===== config.mk =====
export PLATFORM = sky130hd
export DESIGN_NAME = bfac_mod
export DESIGN_NICKNAME = d
export VERILOG_FILES = /design/src/hdl/bfac_mod.sv
export SDC_FILE = /design/constraint.sdc
export NUM_CORES = 1
export LEC_CHECK = 0
export BUFFER_PORTS_ARGS = -buffer_cell sky130_fd_sc_hd__buf_2
export CAP_MARGIN = 5
export CORE_ASPECT_RATIO = 0.6
export CORE_MARGIN = 3
export CORE_UTILIZATION = 46
export DETAILED_ROUTE_END_ITERATION = 12
export PLACE_DENSITY = 0.68
export SKIP_CTS_REPAIR_TIMING = 1
export SYNTH_ARGS = -nofsm -noshare
export SYNTH_HDL_FRONTEND = slang
export SYNTH_SLANG_ARGS = --single-unit

===== constraint.sdc =====
create_clock -name clk -period 5.9 [get_ports clk]
set_input_delay 0.295 -clock clk [delete_from_list [all_inputs] [get_ports clk]]
set_output_delay 0.295 -clock clk [all_outputs]
set_load 0.01 [all_outputs]

===== src/hdl/bfac_mod.sv =====
module bfac_mod (
  input  logic        clk,
  input  logic        rst_n,
  input  logic        start,
  input  logic [31:0] dividend,
  input  logic [20:0] divisor,
  output logic        busy,
  output logic        done,
  output logic [20:0] rem
);
  logic [5:0]  cnt_r;
  logic [31:0] q_r;
  logic [21:0] rem_r;
  logic        busy_r, done_r;
  logic [21:0] sh;
  logic [21:0] sub;

  assign sh  = {rem_r[20:0], q_r[31]};
  assign sub = sh - {1'b0, divisor};

  always_ff @(posedge clk) begin
    if (!rst_n) begin
      busy_r <= 1'b0;
      done_r <= 1'b0;
      cnt_r  <= '0;
    end else begin
      done_r <= 1'b0;
      if (start) begin
        busy_r <= 1'b1;
        cnt_r  <= 6'd32;
      end else if (busy_r) begin
        cnt_r <= cnt_r - 6'd1;
        if (cnt_r == 6'd1) begin
          busy_r <= 1'b0;
          done_r <= 1'b1;
        end
      end
    end
  end

  always_ff @(posedge clk) begin
    if (start) begin
      q_r   <= dividend;
      rem_r <= '0;
    end else if (busy_r) begin
      q_r <= {q_r[30:0], 1'b0};
      if (!sub[21]) begin
        rem_r <= sub;
      end else begin
        rem_r <= sh;
      end
    end
  end

  assign busy = busy_r;
  assign done = done_r;
  assign rem  = rem_r[20:0];
endmodule


Yosys cells after proc, flatten, opt, wreduce, memory -nomap -nowiden:

Index checks and enable logic that the tools add are counted.

* $add $sub $neg: 2
* multiply operators: 0
* divide/modulo/power cells: 0
* order comparisons: 0
* equality and inequality tests: 1
* shift operators: 0
* muxes and demuxes: 9
* bitwise logic cells: 2
* reduce and logical (&&, ||, !) cells: 3

Operators by type and width (number)
* $mux W32: 2
* $sub A22 B21 Y22: 1
* $mux W21: 1
* $mux W6: 2
* $eq A6 B1 Y1 const B: 1
* $sub A6 B1 Y6 const B: 1
* $mux W1: 4
* $reduce_or A3 Y1: 1
* $not A1 Y1: 2
* $reduce_bool A2 Y1: 1
* $reduce_or A2 Y1: 1

* bits in registers: 61
* bits in latches: 0
* memory bits (writable): 0
* ROM bits: 0
* output and inout bits: 23
* logic and storage cells: 23
* memories kept: 0

Logic depth before layout (Yosys ltp):

* depth in word-level cells: 4
* depth in mapped cells: 12
* depth with buffers taken out: 12

Worst setup path before layout:

No wires, ideal clock.

* path type: reg-to-reg
* start: register rem_r[0]
* end: register rem_r[13]
* arrival time: 2.846 ns
* setup slack: 2.966 ns
* cell stages (with the launch flop): 11
* clock period less this slack: 2.934 ns
* cell sequence: dfxtp_1 ha_1 nor2b_4 o2111ai_1 a211oi_2 o31ai_4 a211oi_2 nor3_4 xor2_4 or3_2 a311oi_2

* longest elaborated chain between the ends: 2

Ends and longest elaborated chain
* start, declared: line 13 `logic [21:0] rem_r;`
* start signal, assigned: line 48 `rem_r <= sub;`
* start signal, assigned: line 50 `rem_r <= sh;`
* $sub A22 B21 Y22: line 19 `assign sub = sh - {1'b0, divisor};`
* $mux W21: line 47 `if (!sub[21]) begin`

No other way between the ends.
A chain may end at the register's enable or synchronous reset.

Final worst setup path:

* start: register rem_r[8]
* end: register rem_r[10]

Same word-level chain as after synthesis.

==> impl.org <==
** Synthesis
- The synthesized design contains 32 enable-type register cells.
- Summing the areas of all xor and xnor instances in the mapped netlist gives around 5% of the synthesized area.
- Synthesized-area fraction occupied by ao, oa, aoi and oai cells :: between 15 and 20%
- Mux cell area share after synthesis :: under 10%
- Post-Synthesis Cells :: about 380
- Ranking of synthesized cells by area :: sky130_fd_sc_hd__edfxtp_1 (25%), sky130_fd_sc_hd__dfxtp_1 (15%), sky130_fd_sc_hd__mux2_2 (9.1%)
- Counting flops and latches in the post-synthesis netlist gives 61.
- The synthesized netlist occupies a cell area of 3830 sq um.
- Synthesis warning total :: 0
- Adder-cell share of the synthesized area :: 8.04%
- Share of the synthesized area in the top cell type :: between 20 and 30%
- Synth area leader :: sky130_fd_sc_hd__edfxtp_1
- Flip-flop cell with the highest count after synthesis :: sky130_fd_sc_hd__edfxtp_1
- Post-Syn Nets :: 457
- In the synthesized netlist the async set-or-reset flop fraction comes to 0%.
- Sequential element share of the synthesized area :: 40.3%
- After synthesis, the netlist uses 53 different library cells.
- Summing the areas of all and, or, nand and nor instances in the mapped netlist gives between 10 and 15% of the synthesized area.
- Syn_area_per_cell :: about 10 sq um
- Largest family of logic cells by synthesized area :: compound AO/OA/AOI/OAI gates

** GRT
- Antenna violations before repair :: 0
- Total track usage :: roughly a fifth
- Entering global routing, the biggest net connects 57 pins.
- The via count of the first global-routing pass is between 2k and 3k.
- Overflow after GRT :: 0
- The first global-routing pass estimated roughly 14 mm of wire.

** Timing
- The worst pin sits at a relative slew slack of between 30% and 40%.
- The count of pins over their slew limit came to 0.
- Final clock skew :: 0.00715 ns
- At the pin with the least slew margin, the transition time is about 1.0 ns.
- Based on the critical path, the design can be clocked at up to between 200 and 300 MHz.
- Number of endpoints with negative hold slack in the final report :: 0
- The worst path in the final design needs a cycle of 3.38 ns, including I/O delays and setup.
- Setup violations remaining at the end of the flow were counted as 0.
- Dividing the final minimum period by the clock period gives 57.3%.
- Final sum of negative setup slack :: 0 ns
- RSZ-0062 raised after global routing :: no

** Finish
- Syn-to-layout area delta :: 19.6%
- Fillers :: about 720
- Share of final-layout standard cells stronger than drive strength 1 :: between 30% and 40%
- Number of non-filler instances in the completed layout :: ~570
- In the final design database the tool counted about 530 nets.
- Most frequent standard cell in the layout excluding fill and tap cells :: sky130_fd_sc_hd__buf_2
- The sequential cells in the finished layout cover a total of 1540 sq um.
- Multi-input logic area :: ~2100 sq um
- In the layout the commonest cells are sky130_fd_sc_hd__buf_2 (78), sky130_fd_sc_hd__nor2_1 (38), sky130_fd_sc_hd__edfxtp_1 (32).
- Number of diodes added for antenna fixing :: 0

** Min path
- Worst hold path class :: input port to flip-flop

** Worst setup path
- Crit-path max FO :: 19
- Cell chain of the critical path :: ha_1 -> and3_1 -> nand2_1 -> a211oi_2 -> o31ai_4 -> a211oi_2 -> nor3_4 -> xnor2_2 -> o2111ai_1 -> a311oi_2
- Crit-path most repeated cell :: sky130_fd_sc_hd__a211oi_2
- Data on the critical path arrives at its endpoint at 3.62 ns.
- STA puts the critical path data required time at between 6 and 7 ns.
- CP peak stage delay :: between 0.7 and 0.8 ns
- The worst setup path is of the flip-flop to flip-flop kind.
- STA classifies the critical path endpoint as a flip-flop.
- On the critical path, the stage with the largest delay is an instance of sky130_fd_sc_hd__xnor2_2.
- The worst setup path is launched from a flip-flop.

** Floorplan
- From bottom edge to top edge, the die measures approximately 77 um.
- Die width :: roughly 120 um
- Initial cell density of the core :: a little under half
- The region available for standard cell placement spans between 7000 and 8000 sq um.
- The floorplan has 25 rows.
- just under 80 I/O pins were placed.
- Floorplan die area :: 9490 sq um

** Routing
- The final layout contains routed wiring with a total length of ~8.5 mm.
- Before antenna repair, the detailed router went through 4 iterations.
- Using the TritonRoute via totals, the vias-per-cell ratio works out to between 5 and 6.
- Routed via count :: between 2k and 3k
- In this run the remaining antenna-violating nets after routing total 0.
- Avg WL per Cell :: between 15 and 20 um
- In the routed design, unresolved DRC markers number 0.
- After the first detailed-routing iteration, the DRC count stood at between 150 and 200.

** Clock network
- No sink is reached through more buffers than the 2 on the longest clock path.
- The cell sitting at the root of the clock tree is a sky130_fd_sc_hd__clkbuf_16.
- Worst-Skew Late Latency :: approximately 0.33 ns
- Htree depth :: 3
- CTS Buf Count :: 9
- TritonCTS clock tree :: done
- Register clock-pin slew on the reported worst setup and hold paths :: 0.05 ns
- Sink count of the clock tree :: 61

** Pwr
- In this run the power density over the cells is 296 nW/um^2.
- Across the VDD grid, the largest voltage drop is roughly 0.14 mV.
- Standby leakage power :: roughly 2 nW

** Placed design
- Final HPWL DP :: ~5.9 mm
- The congestion estimate from routability-driven global placement came to between 0.8 and 0.9.
- During placement, the flow inserted port buffers numbering 78.
- Number of placed instances with taps included :: 550

** Flow run
- Max-cap violations in this run came to 0.

** Run status
- Run status :: finished, final reports clean
## per-layer routing
layer  part of all wire, %  up-vias  track usage, %  wire (um)
met5                     0        -               0          0
met4                  0.80        0            4.97         68
met3                   6.8        4            5.97        582
met2                    41       82            24.9       3450
met1                    52     1354            28.9       4400
li1                      -     1526               -          -
## registers in the layout, indices dropped and copies added (netlist names)
register  cells
busy          1
cnt_r         6
done          1
q_r          32
rem_r        21
## cell type report
class | instances | share of cell area [%]
Inverter | 28 | 2.30
Timing Repair Buffer | 81 | 9.02
Multi-Input combinational cell | 272 | 45.9
Tap cell | 108 | 2.95
Clock inverter | 5 | 1.12
Clock buffer | 11 | 5.08
Sequential cell | 61 | 33.7
## critical path: cells and delay by family, from the launching register on
family / cells / cell delay (ns)
AOI/OAI and AO/OA: 5 / 1.30
xor gates and xnor gates: 1 / 0.79
and+or+nand+nor: 3 / 0.45
adders and majority gates: 1 / 0.40
DFF: 1 / 0.34
## cell usage after synthesis, types with 3 or more instances
master                      n
sky130_fd_sc_hd__nand4_1    5
sky130_fd_sc_hd__nand2_1   29
sky130_fd_sc_hd__buf_1      4
sky130_fd_sc_hd__a311oi_2  10
sky130_fd_sc_hd__nand2b_1   4
sky130_fd_sc_hd__mux2_2    31
sky130_fd_sc_hd__ha_1      23
sky130_fd_sc_hd__nand2_2   10
sky130_fd_sc_hd__inv_1     28
sky130_fd_sc_hd__xnor2_1   12
sky130_fd_sc_hd__a21o_1    11
sky130_fd_sc_hd__edfxtp_1  32
sky130_fd_sc_hd__a311oi_1   8
sky130_fd_sc_hd__o21ai_0   10
sky130_fd_sc_hd__o21a_1     6
sky130_fd_sc_hd__xor2_1     5
sky130_fd_sc_hd__nor2b_1    5
sky130_fd_sc_hd__clkbuf_1   9
sky130_fd_sc_hd__nor3_1     5
sky130_fd_sc_hd__nand3_1    6
sky130_fd_sc_hd__mux2i_1    3
sky130_fd_sc_hd__a21oi_1   16
sky130_fd_sc_hd__dfxtp_1   29
sky130_fd_sc_hd__nor2_1    38
## logic make-up (layout without fill, tap and decap cells)
logic type      count (synthesis)  after routing
compound gates                 83             83
xor+xnor                       19             19
fa+ha+maj                      24             24
buf+inv                        44            125
flops                          61             61
mux                            34             34
simple gates                  112            112
## where the power goes
part	internal, W	switching (W)
combinational	0.000142	0.000184
clock	0.000324	0.000185
sequential	0.000494	0.0000274
## path summary, 6_finish.rpt
path,to,from,slack (ns),depth (start not counted)
worst min register to register,cnt_r[0],cnt_r[0],0.49,2
worst max register to register,rem_r[10],rem_r[8],2.52,10
worst min-delay path,q_r[0],dividend[0],0.25,2
worst max-delay path,rem_r[10],rem_r[8],2.52,10
## stage by stage
| stage | worst slack, ns | hold WS [ns] | total power, W | util (%) | cell area, sq um |
|---|---|---|---|---|---|
| floorplan | 2.97 | 0.423 | 0.000775 | - | 3830 |
| global placement | 2.55 | 0.474 | 0.000846 | 53.8 | 4290 |
| detailed placement | 2.47 | 0.483 | 0.000853 | 53.8 | 4290 |
| CTS | 2.55 | 0.234 | 0.00137 | 57.4 | 4580 |
| global route | 2.33 | 0.244 | 0.00143 | 57.4 | 4580 |
| finish | 2.52 | 0.251 | 0.00136 | 57.4 | 4580 |
No activity file was read; power rests on OpenSTA's default activity.
